[src/design/ihc_pkg.sv]
// ----------------------------------------------------------------------------
// ihc_pkg
// Shared types and constants for the IPv4 header parser and checksum checker.
// ----------------------------------------------------------------------------
`default_nettype none

package ihc_pkg;

	// Header geometry and field constants.
	localparam int unsigned HDR_BYTES    = 20;
	localparam int unsigned COUNT_W      = 16;
	localparam int unsigned SUM_W        = 21;
	localparam int unsigned HSIZE_W      = 6;
	localparam logic [COUNT_W-1:0] COUNT_MAX     = 16'hFFFF;
	localparam logic [COUNT_W-1:0] HDR_MIN_COUNT = 16'd20;
	localparam logic [3:0]  IPV4_VERSION = 4'd4;
	localparam logic [3:0]  MIN_IHL      = 4'd5;
	localparam logic [15:0] SUM_ALL_ONES = 16'hFFFF;

	// Result status codes, in check order.
	typedef enum logic [2:0] {
		ST_OK        = 3'd0,
		ST_SHORT     = 3'd1,
		ST_VERSION   = 3'd2,
		ST_IHL       = 3'd3,
		ST_UNDER_IHL = 3'd4,
		ST_LEN_SMALL = 3'd5,
		ST_LEN_BIG   = 3'd6,
		ST_CHECKSUM  = 3'd7
	} status_t;

	// One input request: a buffer byte and its last-byte marker.
	typedef struct packed {
		logic [7:0] data_byte;
		logic       last_byte;
	} byte_req_t;

	// One result request: status plus decoded header fields.
	typedef struct packed {
		logic [2:0]  status;
		logic [7:0]  vers_hlen;
		logic [7:0]  tos_byte;
		logic [15:0] pkt_len;
		logic [15:0] identification;
		logic [15:0] flags_fragment;
		logic [7:0]  time_to_live;
		logic [7:0]  upper_protocol;
		logic [15:0] stored_checksum;
		logic [31:0] source_address;
		logic [31:0] dest_address;
	} result_t;

	// Snapshot of one finished buffer, handed from front to back.
	typedef struct packed {
		logic [HDR_BYTES-1:0][7:0] hdr;
		logic [COUNT_W-1:0]        count;
		logic [SUM_W-1:0]          sum;
	} hdr_rec_t;

	// Write side of the record queue.
	typedef struct packed {
		logic     push;
		hdr_rec_t rec;
	} q_push_t;

	// Status of the record queue.
	typedef struct packed {
		logic full;
		logic empty;
	} q_stat_t;

endpackage

`default_nettype wire

[src/design/ihc_front.sv]
// ----------------------------------------------------------------------------
// ihc_front
// Byte intake: counts bytes, captures the first 20 header bytes and keeps
// the running header word sum; pushes a record on the last byte.
// ----------------------------------------------------------------------------
`default_nettype none

module ihc_front (
	input  wire logic               clk,
	input  wire logic               arst_n,
	input  wire logic               byte_valid,
	output logic                    byte_ready,
	input  wire ihc_pkg::byte_req_t byte_data,
	input  wire ihc_pkg::q_stat_t   q_stat,
	output ihc_pkg::q_push_t        q_wr
);

	logic [ihc_pkg::COUNT_W-1:0]                count_q;
	logic [ihc_pkg::SUM_W-1:0]                  sum_q;
	logic [7:0]                                 pend_q;
	logic [ihc_pkg::HDR_BYTES-1:0][7:0]         hdr_q;

	logic                                       accept;
	logic [ihc_pkg::HDR_BYTES-1:0][7:0]         hdr_n;
	logic [ihc_pkg::COUNT_W-1:0]                count_n;
	logic [ihc_pkg::SUM_W-1:0]                  sum_n;
	logic [ihc_pkg::COUNT_W-1:0]                hsize;
	logic                                       in_hdr_word;

	// A new byte is taken whenever the queue has room for a finished buffer.
	assign byte_ready = !q_stat.full;
	assign accept     = byte_valid && byte_ready;

	// Merge the incoming byte into the header bytes at its position.
	always_comb begin
		hdr_n = hdr_q;
		for (int i = 0; i < ihc_pkg::HDR_BYTES; i++) begin
			if (count_q == ihc_pkg::COUNT_W'(i)) begin
				hdr_n[i] = byte_data.data_byte;
			end
		end
	end

	// Saturating byte count.
	assign count_n = (count_q == ihc_pkg::COUNT_MAX) ? count_q
		: count_q + ihc_pkg::COUNT_W'(1);

	// Declared header size in bytes, from the IHL nibble already stored.
	assign hsize = {{(ihc_pkg::COUNT_W - ihc_pkg::HSIZE_W){1'b0}}, hdr_q[0][3:0], 2'b00};

	// An odd byte completes a word; it counts when it lies inside the header.
	assign in_hdr_word = count_q[0] && (count_q < hsize);
	assign sum_n = in_hdr_word
		? sum_q + ihc_pkg::SUM_W'({pend_q, byte_data.data_byte})
		: sum_q;

	// Record for the back end, built from this cycle's updated state.
	always_comb begin
		q_wr.push      = accept && byte_data.last_byte;
		q_wr.rec.hdr   = hdr_n;
		q_wr.rec.count = count_n;
		q_wr.rec.sum   = sum_n;
	end

	// Running state; cleared at the end of every buffer.
	always_ff @(posedge clk or negedge arst_n) begin
		if (!arst_n) begin
			count_q <= '0;
			sum_q   <= '0;
			pend_q  <= '0;
		end else if (accept) begin
			if (byte_data.last_byte) begin
				count_q <= '0;
				sum_q   <= '0;
				pend_q  <= '0;
			end else begin
				count_q <= count_n;
				sum_q   <= sum_n;
				if (!count_q[0]) begin
					pend_q <= byte_data.data_byte;
				end
			end
		end
	end

	// Header byte capture; only the first 20 positions ever change.
	always_ff @(posedge clk) begin
		if (accept) begin
			hdr_q <= hdr_n;
		end
	end

endmodule

`default_nettype wire

[src/design/ihc_queue.sv]
// ----------------------------------------------------------------------------
// ihc_queue
// Small FIFO of finished-buffer records between intake and result stage.
// ----------------------------------------------------------------------------
`default_nettype none

module ihc_queue #(
	parameter int unsigned DEPTH = 2
) (
	input  wire logic              clk,
	input  wire logic              arst_n,
	input  wire ihc_pkg::q_push_t  q_wr,
	input  wire logic              pop,
	output ihc_pkg::q_stat_t       q_stat,
	output ihc_pkg::hdr_rec_t      head
);

	localparam int unsigned PTR_W = (DEPTH > 1) ? $clog2(DEPTH) : 1;
	localparam int unsigned CNT_W = $clog2(DEPTH + 1);
	localparam logic [PTR_W-1:0] PTR_LAST = PTR_W'(DEPTH - 1);
	localparam logic [CNT_W-1:0] CNT_FULL = CNT_W'(DEPTH);

	ihc_pkg::hdr_rec_t   mem_q [DEPTH];
	logic [PTR_W-1:0]    wr_ptr_q;
	logic [PTR_W-1:0]    rd_ptr_q;
	logic [CNT_W-1:0]    cnt_q;
	logic                do_push;
	logic                do_pop;

	assign q_stat.full  = (cnt_q == CNT_FULL);
	assign q_stat.empty = (cnt_q == '0);
	assign do_push      = q_wr.push && !q_stat.full;
	assign do_pop       = pop && !q_stat.empty;
	assign head         = mem_q[rd_ptr_q];

	// Pointers and occupancy.
	always_ff @(posedge clk or negedge arst_n) begin
		if (!arst_n) begin
			wr_ptr_q <= '0;
			rd_ptr_q <= '0;
			cnt_q    <= '0;
		end else begin
			if (do_push) begin
				wr_ptr_q <= (wr_ptr_q == PTR_LAST) ? '0 : wr_ptr_q + PTR_W'(1);
			end
			if (do_pop) begin
				rd_ptr_q <= (rd_ptr_q == PTR_LAST) ? '0 : rd_ptr_q + PTR_W'(1);
			end
			unique case ({do_push, do_pop})
				2'b10:   cnt_q <= cnt_q + CNT_W'(1);
				2'b01:   cnt_q <= cnt_q - CNT_W'(1);
				default: cnt_q <= cnt_q;
			endcase
		end
	end

	// Record storage.
	always_ff @(posedge clk) begin
		if (do_push) begin
			mem_q[wr_ptr_q] <= q_wr.rec;
		end
	end

endmodule

`default_nettype wire

[src/design/ihc_back.sv]
// ----------------------------------------------------------------------------
// ihc_back
// Result stage: runs the header checks on a queued record, decodes the
// fields and holds the result in an output register.
// ----------------------------------------------------------------------------
`default_nettype none

module ihc_back (
	input  wire logic              clk,
	input  wire logic              arst_n,
	input  wire ihc_pkg::hdr_rec_t head,
	input  wire ihc_pkg::q_stat_t  q_stat,
	output logic                   pop,
	output logic                   result_valid,
	input  wire logic              result_ready,
	output ihc_pkg::result_t       result
);

	logic                          out_valid_q;
	ihc_pkg::result_t              out_q;
	ihc_pkg::result_t              res_n;
	ihc_pkg::status_t              status;
	logic [3:0]                    ihl;
	logic [ihc_pkg::COUNT_W-1:0]   hsize;
	logic [15:0]                   tl;
	logic [16:0]                   fold1;
	logic [15:0]                   fold2;

	assign ihl   = head.hdr[0][3:0];
	assign hsize = {{(ihc_pkg::COUNT_W - ihc_pkg::HSIZE_W){1'b0}}, ihl, 2'b00};
	assign tl    = {head.hdr[2], head.hdr[3]};

	// Ones' complement fold of the word sum with end-around carry.
	assign fold1 = {1'b0, head.sum[15:0]} + {12'b0, head.sum[ihc_pkg::SUM_W-1:16]};
	assign fold2 = fold1[15:0] + {15'b0, fold1[16]};

	// Checks in priority order; the first failure sets the status.
	always_comb begin
		priority if (head.count < ihc_pkg::HDR_MIN_COUNT) begin
			status = ihc_pkg::ST_SHORT;
		end else if (head.hdr[0][7:4] != ihc_pkg::IPV4_VERSION) begin
			status = ihc_pkg::ST_VERSION;
		end else if (ihl < ihc_pkg::MIN_IHL) begin
			status = ihc_pkg::ST_IHL;
		end else if (head.count < hsize) begin
			status = ihc_pkg::ST_UNDER_IHL;
		end else if (tl < hsize) begin
			status = ihc_pkg::ST_LEN_SMALL;
		end else if (tl > head.count) begin
			status = ihc_pkg::ST_LEN_BIG;
		end else if (fold2 != ihc_pkg::SUM_ALL_ONES) begin
			status = ihc_pkg::ST_CHECKSUM;
		end else begin
			status = ihc_pkg::ST_OK;
		end
	end

	// Decoded fields, forced to zero unless the header passed.
	always_comb begin
		res_n = '0;
		res_n.status = status;
		if (status == ihc_pkg::ST_OK) begin
			res_n.vers_hlen       = head.hdr[0];
			res_n.tos_byte        = head.hdr[1];
			res_n.pkt_len         = tl;
			res_n.identification  = {head.hdr[4], head.hdr[5]};
			res_n.flags_fragment  = {head.hdr[6], head.hdr[7]};
			res_n.time_to_live    = head.hdr[8];
			res_n.upper_protocol  = head.hdr[9];
			res_n.stored_checksum = {head.hdr[10], head.hdr[11]};
			res_n.source_address  = {head.hdr[12], head.hdr[13], head.hdr[14], head.hdr[15]};
			res_n.dest_address    = {head.hdr[16], head.hdr[17], head.hdr[18], head.hdr[19]};
		end
	end

	// Take the next record when the output register is empty or draining.
	assign pop = !q_stat.empty && (!out_valid_q || result_ready);

	// Output register valid flag.
	always_ff @(posedge clk or negedge arst_n) begin
		if (!arst_n) begin
			out_valid_q <= 1'b0;
		end else if (pop) begin
			out_valid_q <= 1'b1;
		end else if (result_ready) begin
			out_valid_q <= 1'b0;
		end
	end

	// Output register payload.
	always_ff @(posedge clk) begin
		if (pop) begin
			out_q <= res_n;
		end
	end

	assign result_valid = out_valid_q;
	assign result       = out_q;

endmodule

`default_nettype wire

[src/design/ipv4_header_check_parse.sv]
// ----------------------------------------------------------------------------
// ipv4_header_check_parse
// IPv4 header parser with header checksum verification, one byte per cycle while the record queue has room.
// ----------------------------------------------------------------------------
// Usage:
//   The byte channel (byte_valid/byte_ready/byte_data) carries one buffer
//   byte per request, with last_byte set on the final byte of the buffer.
//   The result channel (result_valid/result_ready/result) carries one
//   request per buffer: a status code and the decoded header fields, which
//   are zero unless the status is ok.
//   Throughput is one byte per cycle while the record queue is not full,
//   including buffers that follow each other directly and buffers of a
//   single byte; the intake updates its count and word sum for every byte.
//   After the last byte is taken, its record is written to the record queue
//   and then to the output register; the check and decode run in the result
//   stage from the record queue head straight into the output register.
//   When the receiver stalls, finished buffers collect in the record queue
//   (QUEUE_DEPTH entries) while bytes keep flowing; byte_ready drops only
//   once the queue is full.
//   Reset clears the byte count, word sum, queue and output valid flag; no
//   result is pending afterward and the next byte starts a new buffer.
// ----------------------------------------------------------------------------
`default_nettype none

module ipv4_header_check_parse #(
	parameter int unsigned QUEUE_DEPTH = 2
) (
	input  wire logic               clk,
	input  wire logic               arst_n,
	input  wire logic               byte_valid,
	output logic                    byte_ready,
	input  wire ihc_pkg::byte_req_t byte_data,
	output logic                    result_valid,
	input  wire logic               result_ready,
	output ihc_pkg::result_t        result
);

	ihc_pkg::q_push_t  q_wr;
	ihc_pkg::q_stat_t  q_stat;
	ihc_pkg::hdr_rec_t head;
	logic              pop;

	// Byte intake and running header state.
	ihc_front u_front (
		.clk        (clk),
		.arst_n     (arst_n),
		.byte_valid (byte_valid),
		.byte_ready (byte_ready),
		.byte_data  (byte_data),
		.q_stat     (q_stat),
		.q_wr       (q_wr)
	);

	// Record queue between intake and result stage.
	ihc_queue #(
		.DEPTH (QUEUE_DEPTH)
	) u_queue (
		.clk    (clk),
		.arst_n (arst_n),
		.q_wr   (q_wr),
		.pop    (pop),
		.q_stat (q_stat),
		.head   (head)
	);

	// Checks, decode and output register.
	ihc_back u_back (
		.clk          (clk),
		.arst_n       (arst_n),
		.head         (head),
		.q_stat       (q_stat),
		.pop          (pop),
		.result_valid (result_valid),
		.result_ready (result_ready),
		.result       (result)
	);

endmodule

`default_nettype wire

[config.mk]
export PLATFORM = sky130hd
export DESIGN_NAME = ipv4_header_check_parse
export DESIGN_NICKNAME = d
export VERILOG_FILES = /design/src/design/ihc_pkg.sv /design/src/design/ihc_front.sv /design/src/design/ihc_queue.sv /design/src/design/ihc_back.sv /design/src/design/ipv4_header_check_parse.sv
export SDC_FILE = /design/constraint.sdc
export NUM_CORES = 1
export LEC_CHECK = 0
export ABC_AREA = 1
export BUFFER_PORTS_ARGS = -buffer_cell sky130_fd_sc_hd__buf_2
export CAP_MARGIN = 20
export CORE_MARGIN = 1
export CORE_UTILIZATION = 45
export CTS_BUF_LIST = sky130_fd_sc_hd__clkbuf_4
export DETAILED_ROUTE_END_ITERATION = 8
export PLACE_DENSITY_LB_ADDON = 0.2
export SLEW_MARGIN = 20
export SYNTH_ARGS = -nofsm -noshare
export SYNTH_HDL_FRONTEND = slang
export SYNTH_SLANG_ARGS = --single-unit
[constraint.sdc]
create_clock -name clk -period 11.85 [get_ports clk]
set_input_delay 1.185 -clock clk [delete_from_list [all_inputs] [get_ports clk]]
set_output_delay 1.185 -clock clk [all_outputs]
set_load 0.02 [all_outputs]
==> results.sh, run 1 <==
export IMPL_status="completed"
export IMPL_skew_ns=0.0748
export IMPL_worst_hold_path_type="primary input to async pin"
export IMPL_hold_viol_final=0
export IMPL_place_gp_congestion=0.830
export IMPL_place_ws_ns=5.08
export IMPL_synth_area_leaders="edfxtp_1 (67%), nand2_1 (4.8%), mux2i_1 (4.7%), dfrtp_1 (3.9%), o21ai_0 (3.5%)"
export IMPL_grt_first_pass_wirelength_um=108000
export IMPL_synth_commonest_cells="edfxtp_1 (717), nand2_1 (409), o21ai_0 (224)"
export IMPL_p_leak_nw=14.5
export IMPL_cts_root_buf="clkbuf_4"
export IMPL_crit_fanout=50
export IMPL_fp_dieH_um=269
export IMPL_top_usage_layer="met2"
export IMPL_synth_xor_area_share_pct=0.844
export IMPL_final_nets=2739
export IMPL_worstMarginPinSlew_ns=1.15
export IMPL_cpMaxStageDelayCell="nand3_4"
export IMPL_coreArea_um2=70400
export IMPL_fin_crit_sh_pct=56.5
export IMPL_clock_path_buffers=3
export IMPL_io_pins=178
export IMPL_start_kind="flip-flop"
export IMPL_antenna_found_initial=4
export IMPL_period_needed_ns=6.69
export IMPL_synth_edf_count=717
export IMPL_slew_limit_headroom_pct=22.6
export IMPL_avgSynthCellArea_um2=13.6
export IMPL_cp_common_cell="nand2_1"
export IMPL_syn_to_final_growth_pct=13.3
export IMPL_cap_violations=0
export IMPL_grt_max_degree=166
export IMPL_drive_gt1_share_pct=23.4
export IMPL_arrival_ns=7.52
export IMPL_worstSetupPathType="flip-flop to flip-flop"
export IMPL_synthAdderAreaFrac_pct=2.19
export IMPL_postSynthCellCount=2366
export IMPL_critPathRequiredTime_ns=12.67
export IMPL_dieWidth_um=269
export IMPL_ff2ff_path_depth=30
export IMPL_yosys_area_share_simple_pct=12.1
export IMPL_drc_errors=0
export IMPL_grt_usage_pct=19.2
export IMPL_avgRoutedWirePerCell_um=18.3
export IMPL_drt_iter0_drc=1220
export IMPL_synth_cell_types=52
export IMPL_use_met2_pct=30.6
export IMPL_cts_repair_resize_count=0
export IMPL_ys_seq_area_share_pct=70.9
export IMPL_synth_top_family_by_area="simple AND/OR/NAND/NOR gates"
export IMPL_globalRouteMet1Util_pct=25.7
export IMPL_cts_setup_buffers=0
export IMPL_tns_ns=0
export IMPL_final_setup_worst_slack_ns=5.16
export IMPL_clk_latency_ns=1.01
export IMPL_vias=18932
export IMPL_place_area_um2=33900
export IMPL_h_tree_depth=4
export IMPL_io_buffers=177
export IMPL_design_area_um2=36400
export IMPL_clk_pin_slew_ns=0.07
export IMPL_netlist_area_um2=32200
export IMPL_dieArea_um2=72500
export IMPL_tritoncts="done"
export IMPL_start_util_pct=45.7
export IMPL_cp_end_kind="flip-flop"
export IMPL_grt_overflow=0
export IMPL_viasPerCell=5.04
export IMPL_powerDensity_nw_per_um2=249
export IMPL_rsz0062_at_grt="no"
export IMPL_first_pass_iters=5
export IMPL_grt_pass1_vias=19130
export IMPL_yosysTopAreaCellShare_pct=67.0
export IMPL_synth_area_leader_cell="edfxtp_1"
export IMPL_muxShareOfSynthArea_pct=4.73
export IMPL_synth_async_reset_ratio_pct=6.52
export IMPL_setup_viol=0
export IMPL_cts_hold_fix_buffers=0
export IMPL_yosysMostFrequentCell="edfxtp_1"
export IMPL_cts_sinks=767
export IMPL_antenna_left=0
export IMPL_ys_dominant_reg_cell="edfxtp_1"
export IMPL_synth_compound_area_share_pct=5.40
export IMPL_yosysWarnings=0
export IMPL_wl_um=68800
export IMPL_peakVddDrop_mv=0.158
export IMPL_use_met3_pct=4.57
export IMPL_drv_slew=0
export IMPL_synth_seq_cells=767
export IMPL_max_freq_mhz=149
export IMPL_place_hpwl_um=41100
export IMPL_numCtsBuffers=194
export IMPL_critPathMaxStageDelay_ns=0.77
export IMPL_std_cell_rows=97
==> metrics by stage <==
step                      util, %  power (mW)  hold slack (ns)  cells
after global placement       48.1        6.84            0.491   3414
final                        51.7        9.07            0.328   3757
after CTS                    51.7        9.18            0.212   3755
after floorplan                 -        6.21            0.471   2368
after detailed placement     48.1        6.91            0.504   3414
after global routing         51.7        9.63            0.293   3757
==> cells in the final DEF, fill, tap and decap left out, types with 49 or more instances in the layout <==
cell type | netlist | routed
edfxtp_1 | 717 | 717
nand2_1 | 409 | 409
clkbuf_4 | 0 | 273
o21ai_0 | 224 | 224
buf_2 | 7 | 177
inv_1 | 166 | 164
mux2i_1 | 152 | 152
nor2_1 | 122 | 119
nor2_4 | 90 | 92
nand3_1 | 54 | 54
ha_1 | 53 | 53
dfrtp_1 | 50 | 49
==> final timing paths <==
kind,start,end,slack [ns]
worst max-delay path,u_queue.rd_ptr_q,u_back.result[126],5.16
worst min-delay path,arst_n,u_front.pend_q[7],0.33
worst max register to register,u_queue.rd_ptr_q,u_back.result[126],5.16
worst min register to register,u_front.sum_q[14],u_front.sum_q[14],0.52
max in group asynchronous,arst_n,u_queue.rd_ptr_q,10.98
min in group clk,u_front.sum_q[14],u_front.sum_q[14],0.52
==> final cells by class <==
cell class              count  area, um^2
clock buffers             273        2050
repair buffers            201        1130
multi-input cells        1335        8180
inverters                 172         652
diodes                      1        2.50
well taps                 940        1180
fillers                  6196       34000
clock inverters            68         444
flip-flops and latches    767       22800
==> kinds of logic (layout without fill, tap and decap cells) <==
family | count (synthesis) | count (layout)
other cells | 1 | 4
mux | 152 | 152
flops | 767 | 767
fa+ha+maj | 55 | 55
simple gates | 775 | 775
buf+inv | 266 | 714
compound gates | 319 | 319
xor+xnor | 31 | 31
==> critical path, delay by kind of cell, from the launching register on <==
kind	cells	cell delay, ns
fa+ha+maj	2	0.73
flops	1	0.72
simple gates	21	3.21
buf+inv	5	1.37
compound gates	2	0.42
==> sequential cells by signal, indices dropped and copies added, names as in the netlist <==
name,cells
u_back.result,163
u_back.result_valid,1
u_front.count_q,16
u_front.hdr_q,160
u_front.pend_q,8
u_front.sum_q,21
u_queue.cnt_q,2
u_queue.mem_q,394
u_queue.rd_ptr_q,1
u_queue.wr_ptr_q,1
==> layer usage <==
metal  wire length, um  vias to the layer above  share of wire (%)
met5                 0                        -                  0
met4              1480                        0                2.1
met3              4030                      120                5.9
met2             32700                      567                 47
met1             30600                     9093                 45
li1                  -                     9152                  -
==> where the power goes <==
part / switching (mW) / total, mW / leakage (nW) / internal, mW
Clock: 1.06 / 2.23 / 1.48 / 1.18
Combinational: 1.90 / 2.68 / 5.48 / 0.782
Sequential: 0.218 / 4.15 / 7.50 / 3.93
Total: 3.17 / 9.07 / 14.5 / 5.89
Note: power is estimated with default switching activity, not from simulation.
==> run 2: changes to the inputs <==
--- a/config.mk
+++ b/config.mk
@@ -5,7 +5,7 @@
 export SDC_FILE = /design/constraint.sdc
 export NUM_CORES = 1
 export LEC_CHECK = 0
-export ABC_AREA = 1
+export ABC_AREA = 0
 export BUFFER_PORTS_ARGS = -buffer_cell sky130_fd_sc_hd__buf_2
 export CAP_MARGIN = 20
 export CORE_MARGIN = 1
==> constraint.sdc (replaced) <==
create_clock -name clk -period 6.55 [get_ports clk]
set_input_delay 0.655 -clock clk [delete_from_list [all_inputs] [get_ports clk]]
set_output_delay 0.655 -clock clk [all_outputs]
set_load 0.02 [all_outputs]
==> results.sh, run 2 <==
export IMPL_status="completed"
export IMPL_layout_common_cells="edfxtp_1 (717), clkbuf_4 (274), mux2_2 (194), buf_2 (177), mux2i_1 (171)"
export IMPL_avgRoutedWirePerCell_um=19.9
export IMPL_grt_first_pass_wirelength_um=103000
export IMPL_worstSetupPathType="flip-flop to flip-flop"
export IMPL_numCtsBuffers=193
export IMPL_path_cells="mux2_2 > ha_1 > inv_1 > fa_1 > nor2b_1 > o221a_4 > o21ai_1 > nor3_1 > ha_1 > nor3b_1 > o311a_1 > nand3_1 > nor4_2 > a21oi_1 > o2111ai_2 > or4b_4 > buf_4 > nor2_1"
export IMPL_rsz0062_at_grt="no"
export IMPL_synth_async_reset_ratio_pct=6.52
export IMPL_synth_seq_cells=767
export IMPL_wl_um=66500
export IMPL_yosysTopAreaCellShare_pct=66.9
export IMPL_cts_root_buf="clkbuf_4"
export IMPL_drive_gt1_share_pct=33.6
export IMPL_drv_slew=0
export IMPL_power_mw=15.7
export IMPL_ys_dominant_reg_cell="edfxtp_1"
export IMPL_r2r_start="u_queue.rd_ptr_q"
export IMPL_grt_pass1_vias=17561
export IMPL_tns_ns=0
export IMPL_worstMarginPinSlew_ns=1.13
export IMPL_max_freq_mhz=170
export IMPL_drt_iter0_drc=1173
export IMPL_peakVddDrop_mv=0.281
export IMPL_fp_dieH_um=269
export IMPL_syn_to_final_growth_pct=13.6
export IMPL_arrival_ns=6.60
export IMPL_vias=17249
export IMPL_ff2ff_setup_slack_ns=0.67
export IMPL_final_nets=2304
export IMPL_synth_cell_types=70
export IMPL_std_cell_rows=97
export IMPL_clock_path_buffers=3
export IMPL_critPathMaxStageDelay_ns=0.68
export IMPL_powerDensity_nw_per_um2=430
export IMPL_synth_edf_count=717
export IMPL_min_from="byte_data[0]"
export IMPL_hold_depth=2
export IMPL_h_tree_depth=4
export IMPL_min_to="u_front.sum_q[20]"
export IMPL_antenna_left=0
export IMPL_synth_area_leader_cell="edfxtp_1"
export IMPL_netlist_area_um2=32200
export IMPL_hold_viol_final=0
export IMPL_dieArea_um2=72600
export IMPL_grt_overflow=0
export IMPL_place_gp_congestion=0.826
export IMPL_cts_setup_buffers=0
export IMPL_critical_path_top_delay_family="simple AND/OR/NAND/NOR gates"
export IMPL_start_util_pct=45.7
export IMPL_cts_repair_resize_count=0
export IMPL_final_common_cell="edfxtp_1"
export IMPL_tritoncts="done"
export IMPL_cts_sinks=767
export IMPL_coreArea_um2=70400
export IMPL_setup_viol=0
export IMPL_regMostFlops="u_queue.mem_q"
export IMPL_p_leak_nw=13.5
export IMPL_r2r_end="u_back.result[104]"
export IMPL_cap_violations=0
export IMPL_dp_cells=2979
export IMPL_synth_area_leaders="edfxtp_1 (67%), mux2_2 (6.8%), mux2i_1 (5.3%), dfrtp_1 (3.9%), nor2_4 (3.5%)"
export IMPL_clk_pin_slew_ns=0.07
export IMPL_period_needed_ns=5.88
export IMPL_critPathRequiredTime_ns=7.27
export IMPL_viasPerCell=5.17
export IMPL_cpMaxStageDelayCell="or4b_4"
export IMPL_final_cells=3334
export IMPL_fin_crit_sh_pct=89.7
export IMPL_avgSynthCellArea_um2=16.8
export IMPL_place_hpwl_um=38500
export IMPL_drc_errors=0
export IMPL_first_pass_iters=8
export IMPL_yosysMostFrequentCell="edfxtp_1"
export IMPL_grt_max_degree=166
export IMPL_ff2ff_path_depth=18
export IMPL_dieWidth_um=269
export IMPL_path_buf_inv=2
export IMPL_grt_usage_pct=18.6
export IMPL_place_area_um2=34000
export IMPL_skew_ns=0.0861
export IMPL_ys_seq_area_share_pct=70.8
export IMPL_design_area_um2=36600
export IMPL_crit_fanout=39
export IMPL_cp_end_kind="flip-flop"
export IMPL_yosysWarnings=0
export IMPL_postSynthCellCount=1920
export IMPL_largest_reg_flops=394
export IMPL_synth_commonest_cells="edfxtp_1 (717), mux2_2 (194), mux2i_1 (171)"
export IMPL_clk_latency_ns=1.03
export IMPL_antenna_found_initial=4
export IMPL_fillers=5850
export IMPL_cp_common_cell="ha_1"
export IMPL_io_pins=178
export IMPL_start_kind="flip-flop"
export IMPL_io_buffers=177
export IMPL_worst_hold_path_type="primary input to flip-flop"
export IMPL_slew_limit_headroom_pct=24.9
-- run 2: changes by cell type in the layout (fill, tap and decap cells not counted), sizes merged, moves of 20 or more --
cell | before | now
a21o | 2 | 22
mux2 | 0 | 194
o21ai | 229 | 46
nor2 | 228 | 197
or2 | 30 | 3
inv | 176 | 42
nand3 | 56 | 20
nand2 | 415 | 58
xnor2 | 9 | 30
-- run 2: kinds of logic (layout without fill, tap and decap cells) --
logic type | after synthesis | after routing | synth area share (%)
other cells | 1 | 4 | 0.0117
compound gates | 193 | 193 | 3.98
buf+inv | 121 | 592 | 2.05
mux | 365 | 365 | 12.1
xor+xnor | 43 | 43 | 1.17
fa+ha+maj | 55 | 55 | 2.19
simple gates | 375 | 375 | 7.69
flops | 767 | 767 | 70.8
-- run 2: worst max-delay path by stage --
| stage | startpoint | endpoint | slack (ns) | depth (start not counted) |
|---|---|---|---|---|
| 6_report | u_queue.rd_ptr_q | u_back.result[104] | 0.67 | 18 |
| 5_1_grt | u_queue.rd_ptr_q | u_back.result[104] | 0.25 | 18 |
| 4_1_cts | u_queue.rd_ptr_q | u_back.result[104] | 0.63 | 18 |
| 3_5_place_dp | u_queue.rd_ptr_q | u_back.result[127] | 0.66 | 18 |
| 3_3_place_gp | u_queue.rd_ptr_q | u_back.result[110] | 0.92 | 18 |
| 2_1_floorplan | u_queue.cnt_q[0] | u_queue.mem_q[1][0] | 0.02 | 6 |
-- run 2: final cells by class --
| class | instances | area [um^2] | area share, % |
|---|---|---|---|
| Antenna cell | 1 | 2.50 | 0.00684 |
| Clock buffer | 274 | 2060 | 5.63 |
| Clock inverter | 78 | 470 | 1.29 |
| Inverter | 37 | 144 | 0.394 |
| Multi-Input combinational cell | 1034 | 8780 | 24.0 |
| Sequential cell | 767 | 22800 | 62.3 |
| Tap cell | 940 | 1180 | 3.22 |
| Timing Repair Buffer | 203 | 1150 | 3.15 |
-- run 2: per-stage QoR --
step	util, %	hold WS, ns	worst slack, ns
after floorplan	-	0.359	0.0237
after global placement	48.3	0.459	0.918
after detailed placement	48.3	0.478	0.656
after CTS	51.9	0.0647	0.628
after global routing	51.9	0.131	0.252
final	51.9	0.188	0.672
-- run 2: repair_timing --
item                                    in CTS  in global routing
hold buffers                                 2                  0
endpoints found under the setup margin       0                  0
hold endpoints to repair                    51                  0
-- run 2: per-layer routing --
| metal | GRT usage, % | wire length [um] | vias up |
|---|---|---|---|
| met5 | 0 | 14 | - |
| li1 | - | - | 8082 |
| met2 | 28.8 | 31300 | 526 |
| met3 | 4.76 | 4090 | 100 |
| met4 | 7.13 | 1380 | 2 |
| met1 | 25.1 | 29700 | 8539 |
-- run 2: where the power goes --
part	total [mW]	leakage (nW)	internal, mW	switching, mW
registers	7.29	7.48	6.92	0.371
logic	4.41	4.53	1.53	2.88
clock network	4.02	1.47	2.11	1.91
==> run 3: changes to the inputs <==
--- a/config.mk
+++ b/config.mk
@@ -9,7 +9,7 @@
 export BUFFER_PORTS_ARGS = -buffer_cell sky130_fd_sc_hd__buf_2
 export CAP_MARGIN = 20
 export CORE_MARGIN = 1
-export CORE_UTILIZATION = 45
+export CORE_UTILIZATION = 48
 export CTS_BUF_LIST = sky130_fd_sc_hd__clkbuf_4
 export DETAILED_ROUTE_END_ITERATION = 8
 export PLACE_DENSITY_LB_ADDON = 0.2
==> results.sh, run 3 (synthesis results as in run 2) <==
export IMPL_dieWidth_um=261
export IMPL_grt_overflow=0
export IMPL_first_pass_iters=9
export IMPL_drc_errors=22
export IMPL_grt_first_pass_wirelength_um=101000
export IMPL_avgRoutedWirePerCell_um=20.5
export IMPL_max_freq_mhz=175
export IMPL_min_from="byte_data[0]"
export IMPL_final_setup_worst_slack_ns=0.829
export IMPL_cap_violations=0
export IMPL_peakVddDrop_mv=0.322
export IMPL_antenna_found_initial=3
export IMPL_cts_sinks=767
export IMPL_cts_repair_resize_count=0
export IMPL_hold_depth=2
export IMPL_final_nets=2296
export IMPL_r2r_start="u_queue.rd_ptr_q"
export IMPL_clk_latency_ns=1.01
export IMPL_period_needed_ns=5.72
export IMPL_drt_iter0_drc=1085
export IMPL_cts_root_buf="clkbuf_4"
export IMPL_coreArea_um2=66100
export IMPL_rsz0062_at_grt="no"
export IMPL_grt_usage_pct=19.9
export IMPL_skew_ns=0.0686
export IMPL_p_leak_nw=13.4
export IMPL_final_cells=3249
export IMPL_ff2ff_setup_slack_ns=0.83
export IMPL_cp_end_kind="flip-flop"
export IMPL_drive_gt1_share_pct=33.4
export IMPL_fillers=5361
export IMPL_io_buffers=177
export IMPL_vias=17275
export IMPL_clock_path_buffers=3
export IMPL_place_gp_congestion=0.819
export IMPL_powerDensity_nw_per_um2=432
export IMPL_dieArea_um2=68100
export IMPL_final_common_cell="edfxtp_1"
export IMPL_start_kind="flip-flop"
export IMPL_violations="DRC"
export IMPL_tns_ns=0
export IMPL_setup_viol=0
export IMPL_drv_slew=0
export IMPL_layout_common_cells="edfxtp_1 (717), clkbuf_4 (253), mux2_2 (194), buf_2 (177), mux2i_1 (171)"
export IMPL_critPathRequiredTime_ns=7.26
export IMPL_wl_um=66600
export IMPL_regMostFlops="u_queue.mem_q"
export IMPL_fin_crit_sh_pct=87.3
export IMPL_viasPerCell=5.32
export IMPL_worstMarginPinSlew_ns=1.12
export IMPL_r2r_end="u_back.result[79]"
export IMPL_io_pins=178
export IMPL_numCtsBuffers=189
export IMPL_ff2ff_path_depth=18
export IMPL_std_cell_rows=94
export IMPL_h_tree_depth=4
export IMPL_arrival_ns=6.43
export IMPL_hold_viol_final=0
export IMPL_grt_max_degree=134
export IMPL_status="complete, but fails checks"
export IMPL_grt_pass1_vias=17333
export IMPL_clk_pin_slew_ns=0.06
export IMPL_dp_cells=2899
export IMPL_syn_to_final_growth_pct=13.1
export IMPL_fp_dieH_um=261
export IMPL_worst_hold_path_type="primary input to flip-flop"
export IMPL_tritoncts="done"
export IMPL_worstSetupPathType="flip-flop to flip-flop"
export IMPL_place_ws_ns=0.818
export IMPL_place_hpwl_um=39300
export IMPL_crit_fanout=36
export IMPL_utilization_pct=55.1
export IMPL_min_to="u_front.sum_q[10]"
export IMPL_largest_reg_flops=394
export IMPL_holdWs_ns=0.222
export IMPL_antenna_left=0
export IMPL_slew_limit_headroom_pct=25.3
export IMPL_start_util_pct=48.7
[run 3: cell types whose count changed in the layout (fill, tap and decap cells not counted), sizes merged]
cell and delta:
clkbuf -21, clkinv +12, buf -4, bufinv +2, clkinvlp -2, diode +2
inv +2
[run 3: layout make-up]
| type | count | area (um^2) | area share [%] |
|---|---|---|---|
| Clock buffer | 253 | 1900 | 5.22 |
| Sequential cell | 767 | 22800 | 62.6 |
| Inverter | 37 | 144 | 0.395 |
| Timing Repair Buffer | 199 | 1120 | 3.07 |
| Clock inverter | 92 | 573 | 1.57 |
| Antenna cell | 3 | 7.51 | 0.0206 |
| Tap cell | 864 | 1080 | 2.97 |
| Multi-Input combinational cell | 1034 | 8780 | 24.1 |
[run 3: repair_timing]
action / CTS / global route
hold endpoints to repair: 51 / 0
hold buffers: 2 / 0
setup buffers: 0 / 0
[run 3: worst max path at each step]
stage	start	endpoint	depth (start not counted)
6_report	u_queue.rd_ptr_q	u_back.result[79]	18
5_1_grt	u_queue.rd_ptr_q	u_back.result[79]	18
4_1_cts	u_queue.rd_ptr_q	u_back.result[79]	18
3_5_place_dp	u_queue.rd_ptr_q	u_back.result[79]	18
3_3_place_gp	u_queue.rd_ptr_q	u_back.result[63]	18
2_1_floorplan	u_queue.cnt_q[0]	u_queue.mem_q[1][0]	6
[run 3: through the flow]
stage,power (mW),cell area (um^2)
2_1_floorplan,10.5,32200
3_3_place_gp,11.7,33900
3_5_place_dp,11.8,33900
4_1_cts,15.9,36400
5_1_grt,16.5,36400
6_report,15.7,36400
[run 3: worst max-delay path: stages, from the launching register on]
cell and delay [ns]:
dfrtp_4 0.63, mux2_2 0.28, ha_1 0.17, inv_1 0.06, fa_1 0.40, nor2b_1 0.30, o221a_4 0.30, o21ai_1 0.10
nor3_1 0.28, ha_1 0.22, nor3b_1 0.40, o311a_1 0.29, nand3_1 0.13, nor4_2 0.20, a21oi_1 0.12, o2111ai_2 0.27
or4b_4 0.36, buf_4 0.80, nor2_1 0.11
[run 3: routing by layer]
| metal | share of wire, % | global-route usage [%] | up-vias | wire length, um |
|---|---|---|---|---|
| li1 | - | - | 8062 | - |
| met1 | 46 | 27.5 | 8673 | 30400 |
| met2 | 47 | 30.8 | 474 | 31600 |
| met3 | 5.5 | 4.88 | 66 | 3640 |
| met4 | 1.5 | 6.94 | 0 | 986 |
| met5 | 0 | 0 | - | 0 |
[run 3: report_power, final]
part	total [mW]	leakage [nW]	switching [mW]	internal, mW
clock	3.98	1.46	1.92	2.07
combinational	4.43	4.51	2.90	1.53
sequential	7.29	7.48	0.374	6.92
total	15.7	13.4	5.19	10.5
